### src/rtl/ism_pkg.sv
// ----------------------------------------------------------------------------
// ism_pkg
// Types and constants shared by the interval sort-and-merge block.
// ----------------------------------------------------------------------------
package ism_pkg;

  // Width of an interval end point.
  localparam int DATA_W = 32;

  // Depth of the queue between the front and the back.
  localparam int QUEUE_DEPTH = 2;

  // One input beat: a closed interval and the end-of-set mark.
  typedef struct packed {
    logic signed [DATA_W-1:0] interval_begin;
    logic signed [DATA_W-1:0] interval_end;
    logic                     last_interval;
  } in_t;

  // One output beat: a merged interval with its marks.
  typedef struct packed {
    logic signed [DATA_W-1:0] merged_begin;
    logic signed [DATA_W-1:0] merged_end;
    logic                     last_merged;
    logic                     overflow;
  } out_t;

endpackage

### src/rtl/ism_front.sv
// ----------------------------------------------------------------------------
// ism_front
// Input side: accepts interval beats into a short queue so that the sorter
// and merger behind it can stall without blocking upstream until it fills.
// ----------------------------------------------------------------------------
module ism_front
  import ism_pkg::*;
(
  input  logic clk,
  input  logic rst,
  input  logic in_valid,
  output logic in_stall,
  input  in_t  in_data,
  output logic q_valid,
  input  logic q_pop,
  output in_t  q_data
);

  localparam int PW = (QUEUE_DEPTH > 1) ? $clog2(QUEUE_DEPTH) : 1;
  localparam int FW = $clog2(QUEUE_DEPTH + 1);

  in_t           slot [QUEUE_DEPTH];
  logic [PW-1:0] wr_ptr;
  logic [PW-1:0] rd_ptr;
  logic [FW-1:0] fill;
  logic          push;
  logic          pop;

  // The queue stalls the upstream side only when every slot is taken.
  assign in_stall = (fill == FW'(QUEUE_DEPTH));
  assign push     = in_valid && !in_stall;
  assign q_valid  = (fill != '0);
  assign pop      = q_pop && q_valid;
  assign q_data   = slot[rd_ptr];

  // Slot storage.
  always_ff @(posedge clk) begin
    if (push) begin
      slot[wr_ptr] <= in_data;
    end
  end

  // Pointers and fill level.
  always_ff @(posedge clk) begin
    if (rst) begin
      wr_ptr <= '0;
      rd_ptr <= '0;
      fill   <= '0;
    end else begin
      if (push) begin
        wr_ptr <= (wr_ptr == PW'(QUEUE_DEPTH - 1)) ? '0 : wr_ptr + 1'b1;
      end
      if (pop) begin
        rd_ptr <= (rd_ptr == PW'(QUEUE_DEPTH - 1)) ? '0 : rd_ptr + 1'b1;
      end
      if (push && !pop) begin
        fill <= fill + 1'b1;
      end else if (pop && !push) begin
        fill <= fill - 1'b1;
      end
    end
  end

endmodule

### config.mk
export PLATFORM = sky130hd
export DESIGN_NAME = ism_front
export DESIGN_NICKNAME = d
export VERILOG_FILES = /design/src/rtl/ism_pkg.sv /design/src/rtl/ism_front.sv
export SDC_FILE = /design/constraint.sdc
export NUM_CORES = 1
export LEC_CHECK = 0
export ABC_AREA = 1
export BUFFER_PORTS_ARGS = -buffer_cell sky130_fd_sc_hd__buf_4
export CORE_UTILIZATION = 52
export CTS_BUF_LIST = sky130_fd_sc_hd__clkbuf_16
export CTS_CLUSTER_DIAMETER = 80
export DETAILED_ROUTE_END_ITERATION = 6
export GPL_ROUTABILITY_DRIVEN = 0
export PLACE_DENSITY_LB_ADDON = 0.3
export SETUP_SLACK_MARGIN = 0.4
export SLEW_MARGIN = 20
export SYNTH_ARGS = -nofsm -noshare
export SYNTH_HDL_FRONTEND = slang
export SYNTH_SLANG_ARGS = --single-unit
### constraint.sdc
create_clock -name clk -period 5.1 [get_ports clk]
set_input_delay 1.53 -clock clk [delete_from_list [all_inputs] [get_ports clk]]
set_output_delay 1.53 -clock clk [all_outputs]
set_load 0.005 [all_outputs]
---- Word-level counts from Yosys, hierarchy flattened ----
Memory sizes are Yosys's and may differ from the RTL's. A register that Yosys moved wholly into a read port is not among the register bits.
Index checks and enable logic that the tools add are counted.
Widths: inputs -> output; s select.
storage, ports and cells
  bits in registers ....................... 4
  bits in writable memories ............... 130
  input port bits ......................... 69
  output and inout bits ................... 67
  logic and storage cells ................. 26
  memories ................................ 1
operators by class
  $add $sub $neg .......................... 4
  equal/unequal tests ..................... 1
  muxes and demuxes ....................... 8
  reductions and logical operators ........ 9
memories
  name  words  bits a word  rd ports  clocked after Yosys merged registers in  wr ports  RTL line         text
  slot  2      65           1         1                                        1         ism_front.sv:22  in_t slot [QUEUE_DEPTH];
operators by type and width
  kind                 count
  $mux 1               6
  $logic_and 1x1->1    4
  $mux 2               2
  $reduce_bool 2->1    2
  $logic_not 1->1      3
  $add 1x1->1 const B  2
  $add 2x1->2 const B  1
  $eq 2x2->1 const B   1
  $sub 2x1->2 const B  1

---- Longest topological paths before layout ----
Gate-level depths: netlist of run 1.
  depth after elaboration ................. 7
  gate-level depth with buffers ........... 10
  depth with buffers taken out ............ 10

---- Worst setup path before layout of run 1 ----
OpenSTA, ideal clock, no wires.
  kind .................................... input to register
  from .................................... in in_valid
  to ...................................... mem slot[0][0] (netlist bit), enable pin
  library setup time ...................... 0.488 ns
  arrival time ............................ 4.351 ns
  required time ........................... 4.612 ns
  setup slack ............................. 0.260 ns
  cell stages on the path ................. 2
  path buffers ............................ 0
  cells stage by stage .................... o21ai_1 > nor2_1
on the way
  word-level cells in the longest chain between the ends .. 3
RTL lines
  what                          RTL line         text
  start: declaration            ism_front.sv:11  input logic in_valid,
  $logic_and 1x1->1             ism_front.sv:31  assign push = in_valid && !in_stall;
  $mux 1                        ism_front.sv:38  if (push) begin
  $mux 1 (implied by the code)  ism_front.sv:39  slot[wr_ptr] <= in_data;
  end: declaration              ism_front.sv:22
No other way between the ends.

==> parameters.txt, run 1 <==
Parameter                              Value

Status
  Outcome ... finished, final reports clean

Synthesis
  Seq/Total Area, Yosys ... between 70 and 80%
  Yosys top cell area share ... 76.0%
  Post-Synthesis Cell Area ... ~0.0051 mm2
  Post-synthesis net count ... 309
  YS warnings ... 0
  Mean instance size in the synthesized netlist ... 21.5 um2
  Synth Register Bits ... 135
  Cell type contributing the most total cell area after synthesis ... sky130_fd_sc_hd__edfxtp_1
  Ranking of synthesized cells by area ... sky130_fd_sc_hd__edfxtp_1 76%, sky130_fd_sc_hd__mux2_4 15%, sky130_fd_sc_hd__mux2_2 3.3%, sky130_fd_sc_hd__dfxtp_1 1.9%, sky130_fd_sc_hd__buf_6 1.3%
  Number of cells produced by synthesis ... 239
  Synth cell types ... 15

Worst setup path
  Source of the worst register-to-register timing path ... fill[1]$_SDFFE_PP0P_
  CP Capture Point ... q_data[48]
  Arrival time at the worst endpoint ... 2040 ps
  CP startpoint kind ... flop
  R2R Setup Slk ... 3140 ps
  CP Capture Type ... primary output
  FF-to-FF path depth ... 4
  Critical path peak fanout ... 33
  End of the worst register-to-register path ... slot[1][45]$_DFFE_PP_
  Worst EP required ... 3570 ps
  Setup Crit Path Kind ... flop to primary output

Layout
  Area occupied by multi-input gates ... roughly 0.0010 mm2
  Net count reported at finish ... 461
  Leading cell types in the layout, fill and taps excluded ... 139 x sky130_fd_sc_hd__buf_4, 130 x sky130_fd_sc_hd__edfxtp_1, 50 x sky130_fd_sc_hd__mux2_4, 17 x sky130_fd_sc_hd__clkbuf_16, 15 x sky130_fd_sc_hd__mux2_2
  Final core utilization ... between 70% and 80%
  Number of inserted diodes ... 0
  Area occupied by registers ... around 0.004 mm2
  Filler Cell Count ... 579
  Fraction of layout cells with a size suffix above 1 ... between 50 and 60%
  Most common library cell in the layout ignoring fill and taps ... sky130_fd_sc_hd__buf_4
  Area added between synthesis and finish ... 35.0%

Floorplan
  Die outline height ... 101 um
  Horizontal extent of the die ... 101 um
  Area enclosed by the die boundary ... 0.0103 mm2
  Number of ports placed on the die boundary ... 136
  Std-Cell Core Area ... 0.00942 mm2
  Floorplan row count ... 35
  Initial Utilization ... a little over half

STA
  Share of the cycle needed by the critical path after routing ... between 70% and 80%
  Hold Vio Cnt, Final ... 0
  Total negative slack ... 0 ps
  Slew @ Worst Pin ... 862 ps
  Setup repair after global routing missed its margin ... no
  Highest clock rate ... 280 MHz
  Max-slew headroom ... 42.4%
  Final min period ... 3570 ps
  Worst Slack Setup Final ... 1530 ps
  Final-report max-slew violation count ... 0
  Clock tree skew after final layout ... 8.67 ps
  Number of failing setup endpoints in the final timing report ... 0

Clock tree
  CTS HTree Levels ... 4
  Total CTS buffers ... 17
  Clock transition at the register clock pins on the worst setup and hold paths after CTS ... 50 ps
  CTS tree ... yes
  Clock root buffer ... sky130_fd_sc_hd__clkbuf_16
  Clock tree buffer depth ... 2
  Number of buffers added for setup after CTS ... 0
  Clk Latency, worst-skew pair ... 400 ps
  Gates resized, CTS repair ... 0
  Number of clock sinks ... 135
  CTS Hold Bufs ... 0

Place
  IO buf count ... 135
  HPWL after detailed placement ... 5640 um
  Pre-CTS setup slack ... 1880 ps

Power and ir drop
  Leakage ... 2.74 nW
  Total power density per cell area ... 505 mW/mm2
  Worst supply voltage drop on vdd ... 305 uV
  Final Total Pwr ... 0.00350 W

Global routing
  Maximum number of pins on one net before global-route repair ... 39
  Overflow left after global routing ... 0
  Wire length of the first global-routing pass ... 12900 um
  GRT Max-Usage Layer ... met2
  Total global routing track utilization ... approximately 18%
  Grt met2 use ... 28.6%
  Vias in the first global route ... 2643
  Number of antenna violations at the first check in global routing ... 0
  Met1 usage in global routing ... between 20 and 25%
  Met3 demand-to-capacity share in global routing ... 8.21%

Drt
  Remaining DRCs ... 0
  Routed wirelength normalized by instance count ... between 15 and 20 um
  Total number of vias ... 2569
  Detail-routed via count per cell ... approximately 4.8
  Antenna Nets Post-Route ... 0
  WL final ... 8460 um
  Total iterations of the first detailed-routing run ... 4
  First-iteration detailed-routing DRC count ... 86

Job
  Max-cap violations ... 0

Worst hold path
  Hold Crit Depth ... 2
  Path category of the worst min-delay check ... flop to flop
==> per-stage QoR <==
stage          area (um2)  hold slack [ps]  instances
2_1_floorplan        5140              465        239
3_3_place_gp         6310              480        501
3_5_place_dp         6310              505        501
4_1_cts              6930              519        533
5_1_grt              6930              560        533
6_report             6930              523        533
==> worst max-delay path, stage by stage (launching register included) <==
cell                      delay (ps)
sky130_fd_sc_hd__dfxtp_4         690
sky130_fd_sc_hd__buf_4           420
sky130_fd_sc_hd__mux2_2          380
sky130_fd_sc_hd__buf_4           130
==> cells in the mapped netlist <==
master,count
sky130_fd_sc_hd__nand4_1,1
sky130_fd_sc_hd__mux2_4,50
sky130_fd_sc_hd__nand3_1,2
sky130_fd_sc_hd__a21oi_1,2
sky130_fd_sc_hd__edfxtp_1,130
sky130_fd_sc_hd__dfxtp_1,5
sky130_fd_sc_hd__o21ai_1,1
sky130_fd_sc_hd__nor2_1,8
sky130_fd_sc_hd__inv_1,8
sky130_fd_sc_hd__buf_2,1
sky130_fd_sc_hd__buf_6,6
sky130_fd_sc_hd__mux2_2,15
sky130_fd_sc_hd__ha_1,1
sky130_fd_sc_hd__o21ai_0,2
sky130_fd_sc_hd__nand2_1,7
==> how the worst min path moves through the flow <==
stage                                   start                   to
after floorplan           rd_ptr$_SDFFE_PP0P_                 flop
after global placement    rd_ptr$_SDFFE_PP0P_                 flop
after detailed placement  rd_ptr$_SDFFE_PP0P_  rd_ptr$_SDFFE_PP0P_
after CTS                 rd_ptr$_SDFFE_PP0P_  rd_ptr$_SDFFE_PP0P_
after global routing      rd_ptr$_SDFFE_PP0P_                 flop
final                     rd_ptr$_SDFFE_PP0P_  rd_ptr$_SDFFE_PP0P_
==> layout make-up <==
type                       count  share of cell area (%)
sequential                   135                    57.8
timing repair buffer         140                    15.3
multi-input combinational     89                    15.1
clock buffer                  17                    6.13
clock inverter                15                    2.91
tap                          129                    2.33
inverter                       8                   0.433
==> flip-flops by register name, summed over array words and instances, names as in the netlist, named ones only <==
name,count
fill,2
rd_ptr,1
wr_ptr,1
slot,130
==> where the power goes <==
group / switching, W / internal, W / leakage (nW)
clock network: 0.000439 / 0.000821 / 0.305
logic: 0.000307 / 0.000459 / 1.18
registers: 0.0000737 / 0.00140 / 1.25
total: 0.000820 / 0.00268 / 2.74
==> logic make-up (layout without fill, tap and decap cells) <==
group	after synthesis	in the layout	synth area share, %
adders and majority gates	1	1	0.244
buffers and inverters	15	180	2.00
AOI/OAI and AO/OA	5	5	0.487
and+or+nand+nor	18	18	1.41
DFF	135	135	78.0
muxes	65	65	17.9
==> layer usage <==
metal,part of all wire [%],vias up
met2,50,100
li1,-,1232
met4,1.1,0
met5,0,-
met3,7.6,11
met1,41,1226
No activity file was read; power rests on OpenSTA's default activity.
==> run 2, diff against run 1 <==
==> constraint.sdc (replaced) <==
create_clock -name clk -period 3.37 [get_ports clk]
set_input_delay 1.011 -clock clk [delete_from_list [all_inputs] [get_ports clk]]
set_output_delay 1.011 -clock clk [all_outputs]
set_load 0.005 [all_outputs]
==> run 2 against run 1 <==
  * Via count is 1.3% higher
  * Sequential power increased by 50%
  * First-iteration DRC count increased by 26%
  * Register-to-register slack worse by 1500 ps
  * Die area unchanged
==> parameters.txt, run 2 (synthesis results as in run 1) <==
Parameter                              Value

Worst setup path
  Worst EP required ... 2360 ps (-1210 ps)
  Arrival time at the worst endpoint ... 1800 ps (-240 ps)
  FF-to-FF path depth ... 9 (+5)
  R2R Setup Slk ... 1630 ps (-1510 ps)
  CP Capture Type ... primary output
  Critical path peak fanout ... 35 (+6.1%)
  Source of the worst register-to-register timing path ... fill[1]$_SDFFE_PP0P_
  CP startpoint kind ... flop
  End of the worst register-to-register path ... fill[1]$_SDFFE_PP0P_
  Setup Crit Path Kind ... flop to primary output

Floorplan
  Area enclosed by the die boundary ... 0.0103 mm2 (unchanged)
  Std-Cell Core Area ... 0.00942 mm2 (unchanged)
  Horizontal extent of the die ... 101 um (unchanged)
  Number of ports placed on the die boundary ... 136 (unchanged)
  Initial Utilization ... 54.6% (unchanged)
  Die outline height ... 101 um (unchanged)
  Floorplan row count ... 35 (unchanged)

Power and ir drop
  Cell-internal power ... 0.00406 W (+51%)
  Clock power share ... 35.4% (-0.6 points)
  Sequential cell fraction of total power ... 42.0% (-0.2 points)
  Worst supply voltage drop on vdd ... 440 uV (+44%)
  Switching part of the total power ... 23.3% (-0.069 points)
  Logic pwr share ... 22.6% (+0.7 points)
  Net switching power ... 0.00123 W (+51%)
  Leakage ... 2.74 nW (-0.13%)
  Total power density per cell area ... 764 mW/mm2 (+51%)

Drt
  Antenna Nets Post-Route ... 0 (unchanged)
  WL final ... 8790 um (+3.9%)
  Remaining DRCs ... 0 (unchanged)
  Total number of vias ... 2602 (+1.3%)
  Detail-routed via count per cell ... 4.89 (+1.5%)
  First-iteration detailed-routing DRC count ... 108 (+26%)
  Total iterations of the first detailed-routing run ... 4 (unchanged)
  Routed wirelength normalized by instance count ... 16.5 um (+4.1%)

Layout
  Filler Cell Count ... 581 (+0.35%)
  Number of inserted diodes ... 0 (unchanged)
  Area occupied by multi-input gates ... 0.00104 mm2 (unchanged)
  Fraction of layout cells with a size suffix above 1 ... 59.1% (-0.10 points)
  Net count reported at finish ... 462 (+0.22%)
  Area added between synthesis and finish ... 34.8%
  Largest Register ... slot
  Most common library cell in the layout ignoring fill and taps ... sky130_fd_sc_hd__buf_4
  Finished Cell Area ... 0.00692 mm2 (-0.18%)
  Max FFs per register ... 130 (unchanged)
  Leading cell types in the layout, fill and taps excluded ... 140 x sky130_fd_sc_hd__buf_4, 130 x sky130_fd_sc_hd__edfxtp_1, 50 x sky130_fd_sc_hd__mux2_4, 17 x sky130_fd_sc_hd__clkbuf_16, 15 x sky130_fd_sc_hd__mux2_2
  Area occupied by registers ... 0.00401 mm2 (unchanged)
  Top flop regs ... slot x130, fill x2

STA
  Total negative slack ... 0 ps (unchanged)
  Final-report max-slew violation count ... 0 (unchanged)
  Final min period ... 2810 ps
  Hold Vio Cnt, Final ... 0 (unchanged)
  Share of the cycle needed by the critical path after routing ... 83.3%
  Number of failing setup endpoints in the final timing report ... 0 (unchanged)
  Setup repair after global routing missed its margin ... no
  Highest clock rate ... 356 MHz
  Slew @ Worst Pin ... 624 ps (-239 ps)
  Worst hold slack ... 535 ps (+12.4 ps)
  Max-slew headroom ... 58.4% (+16 points)
  Clock tree skew after final layout ... 9.08 ps (+0.415 ps)

Clock tree
  Number of clock sinks ... 135 (unchanged)
  Gates resized, CTS repair ... 0 (unchanged)
  Clock tree buffer depth ... 2 (unchanged)
  Total CTS buffers ... 17 (unchanged)
  Clk Latency, worst-skew pair ... 400 ps (about the same)
  Clock root buffer ... sky130_fd_sc_hd__clkbuf_16
  CTS tree ... yes
  Number of buffers added for setup after CTS ... 0 (unchanged)
  Clock transition at the register clock pins on the worst setup and hold paths after CTS ... 60 ps (about the same)
  CTS Hold Bufs ... 0 (unchanged)
  CTS HTree Levels ... 4 (unchanged)

Global routing
  Total global routing track utilization ... 17.8% (+0.20 points)
  Maximum number of pins on one net before global-route repair ... 47 (+21%)
  Overflow left after global routing ... 0 (unchanged)
  Number of antenna violations at the first check in global routing ... 0 (unchanged)
  Vias in the first global route ... 2719 (+2.9%)
  Wire length of the first global-routing pass ... 13100 um (+1.1%)

Worst hold path
  Hold Crit Depth ... 2 (unchanged)
  Hold Crit Start ... wr_ptr$_SDFFE_PP0P_
  Path category of the worst min-delay check ... flop to flop
  End of the worst hold path ... wr_ptr$_SDFFE_PP0P_

Place
  Post-detailed-placement cell area ... 0.00631 mm2 (+0.12%)
  IO buf count ... 135 (unchanged)
  HPWL after detailed placement ... 5810 um (+2.9%)

Job
  Max-cap violations ... 0 (unchanged)

Status
  Outcome ... finished, final reports clean
## run 2: how the worst max path moves through the flow
stage                   from  slack [ps]  depth (start not counted)                   end
floorplan           in_valid         120                          2  slot[0][0]$_DFFE_PP_
global placement        flop         970                          3            q_data[43]
detailed placement      flop         970                          3            q_data[44]
CTS                     flop         540                          3            q_data[44]
global route            flop         480                          3            q_data[50]
finish                  flop         560                          3            q_data[50]
## run 2: metal layers
metal / global-route usage [%] / wire, um / vias to the layer above / part of all wire (%)
li1: - / - / 1226 / -
met1: 20.5 / 3530 / 1265 / 40
met2: 30.2 / 4630 / 101 / 53
met3: 5.66 / 520 / 10 / 5.9
met4: 8.47 / 108 / 0 / 1.2
met5: 0 / 0 / - / 0
## run 2: cell type report
type,count,area share (%)
inverters,8,0.434
repair buffers,141,15.5
flip-flops and latches,135,57.9
clock inverters,13,2.62
well taps,129,2.33
multi-input cells,89,15.1
clock buffers,17,6.15
## run 2: worst max-delay path, stage by stage, from the launching register on
cell                      delay, ps
sky130_fd_sc_hd__dfxtp_4        560
sky130_fd_sc_hd__buf_12         300
sky130_fd_sc_hd__mux2_2         380
sky130_fd_sc_hd__buf_4          130
## run 2: metrics by stage
stage                     std cells  util, %  total power, W  setup slack (ps)
after floorplan                 239        -         0.00292               119
after global placement          502     67.1         0.00342               967
after detailed placement        502     67.1         0.00346               967
after CTS                       532     73.5         0.00535               535
after global routing            532     73.5         0.00550               479
final                           532     73.5         0.00529               562
## run 2: power groups by stage
stage               sequential [W]  clock [W]  combinational [W]
floorplan                  0.00221          0           0.000707
global placement           0.00224          0            0.00118
detailed placement         0.00226          0            0.00120
CTS                        0.00222    0.00191            0.00121
global route               0.00224    0.00197            0.00128
finish                     0.00222    0.00187            0.00119
==> run 3, diff against run 2 <==
==> constraint.sdc (replaced) <==
create_clock -name clk -period 2.94 [get_ports clk]
set_input_delay 0.882 -clock clk [delete_from_list [all_inputs] [get_ports clk]]
set_output_delay 0.882 -clock clk [all_outputs]
set_load 0.005 [all_outputs]
==> run 3 against run 2 <==
  * Clock-buffer cell count did not move
  * Final cell count rose by 1.5%
  * Register-to-register slack lost 490 ps
  * Clock power up 18%
  * Critical path depth stayed put
  * Worst setup slack worse by 67 ps
  * Largest power group unchanged
  * Clock skew shrank 3.3 ps
  * Sequential share of layout area decreased by 0.67 points
  * Non-clock buffer count is 6 higher
  * Global-route usage decreased by 0.14 points
==> parameters.txt, run 3 (synthesis results as in run 1) <==
Parameter                              Value

Job
  Max-cap violations ... 0 (unchanged)

Global routing
  Total global routing track utilization ... 17.6% (-0.14 points)
  Wire length of the first global-routing pass ... 12900 um (-1.3%)
  Overflow left after global routing ... 0 (unchanged)
  Number of antenna violations at the first check in global routing ... 0 (unchanged)
  Maximum number of pins on one net before global-route repair ... 36 (-23%)
  Vias in the first global route ... 2592 (-4.7%)

Clock tree
  Clock root buffer ... sky130_fd_sc_hd__clkbuf_16
  CTS HTree Levels ... 4 (unchanged)
  Total CTS buffers ... 17 (unchanged)
  CTS tree ... yes
  Number of clock sinks ... 135 (unchanged)
  Clk Latency, worst-skew pair ... 400 ps (about the same)
  Clock transition at the register clock pins on the worst setup and hold paths after CTS ... 50 ps (about the same)
  Clock tree buffer depth ... 2 (unchanged)

Drt
  WL final ... 8680 um (-1.2%)
  Total iterations of the first detailed-routing run ... 4 (unchanged)
  First-iteration detailed-routing DRC count ... 148 (+37%)
  Detail-routed via count per cell ... 4.92 (+0.68%)
  Routed wirelength normalized by instance count ... 16.1 um (-2.7%)
  Antenna Nets Post-Route ... 0 (unchanged)
  Remaining DRCs ... 0 (unchanged)
  Total number of vias ... 2659 (+2.2%)

Floorplan
  Std-Cell Core Area ... 0.00942 mm2 (unchanged)
  Floorplan row count ... 35 (unchanged)
  Horizontal extent of the die ... 101 um (unchanged)
  Number of ports placed on the die boundary ... 136 (unchanged)
  Die outline height ... 101 um (unchanged)
  Area enclosed by the die boundary ... 0.0103 mm2 (unchanged)
  Initial Utilization ... 54.6% (unchanged)

STA
  Max-slew headroom ... 65.1% (+6.7 points)
  Setup repair after global routing missed its margin ... no
  Final min period ... between 2000 and 2500 ps
  Number of failing setup endpoints in the final timing report ... 0 (unchanged)
  Hold Vio Cnt, Final ... 0 (unchanged)
  Slew @ Worst Pin ... 520 ps (-104 ps)
  Worst Slack Setup Final ... 496 ps (-66.8 ps)
  Highest clock rate ... 409 MHz
  Share of the cycle needed by the critical path after routing ... 83.1%
  Final-report max-slew violation count ... 0 (unchanged)
  Clock tree skew after final layout ... 5.77 ps (-3.31 ps)

Place
  Pre-CTS setup slack ... 672 ps (-295 ps)
  HPWL after detailed placement ... 5590 um (-3.6%)
  IO buf count ... 135 (unchanged)

Layout
  Area occupied by registers ... 0.00401 mm2 (unchanged)
  Top flop regs ... slot x130, fill x2
  Leading cell types in the layout, fill and taps excluded ... 144 x sky130_fd_sc_hd__buf_4, 130 x sky130_fd_sc_hd__edfxtp_1, 50 x sky130_fd_sc_hd__mux2_4, 17 x sky130_fd_sc_hd__clkbuf_16, 15 x sky130_fd_sc_hd__mux2_2
  Number of inserted diodes ... 0 (unchanged)
  Net count reported at finish ... 468 (+1.3%)
  Fraction of layout cells with a size suffix above 1 ... 59.9% (+0.80 points)
  Max FFs per register ... 130 (unchanged)
  Area added between synthesis and finish ... 36.3%
  Area occupied by multi-input gates ... 0.00104 mm2 (unchanged)
  Most common library cell in the layout ignoring fill and taps ... sky130_fd_sc_hd__buf_4
  Largest Register ... slot
  Filler Cell Count ... 575 (-1.0%)

Worst setup path
  CP startpoint kind ... flop
  Arrival time at the worst endpoint ... 1560 ps (-240 ps)
  CP Capture Type ... primary output
  Setup Crit Path Kind ... flop to primary output
  Worst EP required ... 2060 ps (-300 ps)
  Critical path peak fanout ... 26 (-26%)

Power and ir drop
  Final Total Pwr ... 0.00616 W (+16%)
  Leakage ... 2.79 nW (+1.6%)
  Worst supply voltage drop on vdd ... 565 uV (+28%)
  Total power density per cell area ... 880 mW/mm2 (+15%)

Status
  Outcome ... finished, final reports clean

Worst hold path
  Path category of the worst min-delay check ... flop to flop
run 3: power by group:
part           total [W]  internal [W]  switching (W)
registers        0.00252       0.00244      0.0000846
clock network    0.00220       0.00142       0.000778
logic            0.00144      0.000843       0.000596
run 3: worst max-delay path, stage by stage (launching register included):
cell and delay, ps:
sky130_fd_sc_hd__dfxtp_4 420, sky130_fd_sc_hd__buf_12 220, sky130_fd_sc_hd__mux2_2 360, sky130_fd_sc_hd__buf_4 140
run 3: metrics by stage:
step / cell area, um2 / utilization, % / TNS, ps / cells / hold WS, ps
5_1_grt: 7000 / 74.4 / 0 / 540 / 558
3_5_place_dp: 6330 / 67.2 / 0 / 502 / 512
4_1_cts: 6970 / 74.0 / 0 / 535 / 524
3_3_place_gp: 6330 / 67.2 / 0 / 502 / 481
6_report: 7000 / 74.4 / 0 / 540 / 514
2_1_floorplan: 5140 / - / -23720 / 239 / 465
run 3: repair_timing:
item,4_1_cts,5_1_grt
setup endpoints to repair,47,31
setup buffers,1,5
hold buffers,0,0
gates resized for setup,0,0
pin swaps,0,0
run 3: worst paths after layout:
check | from | endpoint | slack, ps | cells after the start
worst max-delay path | flop | q_data[53] | 500 | 3
worst max register to register | fill[1]$_SDFFE_PP0P_ | fill[1]$_SDFFE_PP0P_ | 1140 | 9
worst min register to register | rd_ptr$_SDFFE_PP0P_ | rd_ptr$_SDFFE_PP0P_ | 510 | 2
worst min-delay path | rd_ptr$_SDFFE_PP0P_ | rd_ptr$_SDFFE_PP0P_ | 510 | 2
run 3: cell type report:
class	count	area share [%]
inverters	8	0.429
clock buffers	17	6.07
repair buffers	147	16.2
flip-flops and latches	135	57.2
multi-input cells	89	14.9
clock inverters	15	2.88
well taps	129	2.30
run 3: metal layers:
| layer | GRT usage, % | part of all wire (%) | routed length (um) |
|---|---|---|---|
| met5 | 0 | 0 | 0 |
| met4 | 7.02 | 1.3 | 112 |
| met3 | 6.90 | 6.4 | 553 |
| met2 | 28.6 | 51 | 4390 |
| met1 | 21.4 | 42 | 3620 |
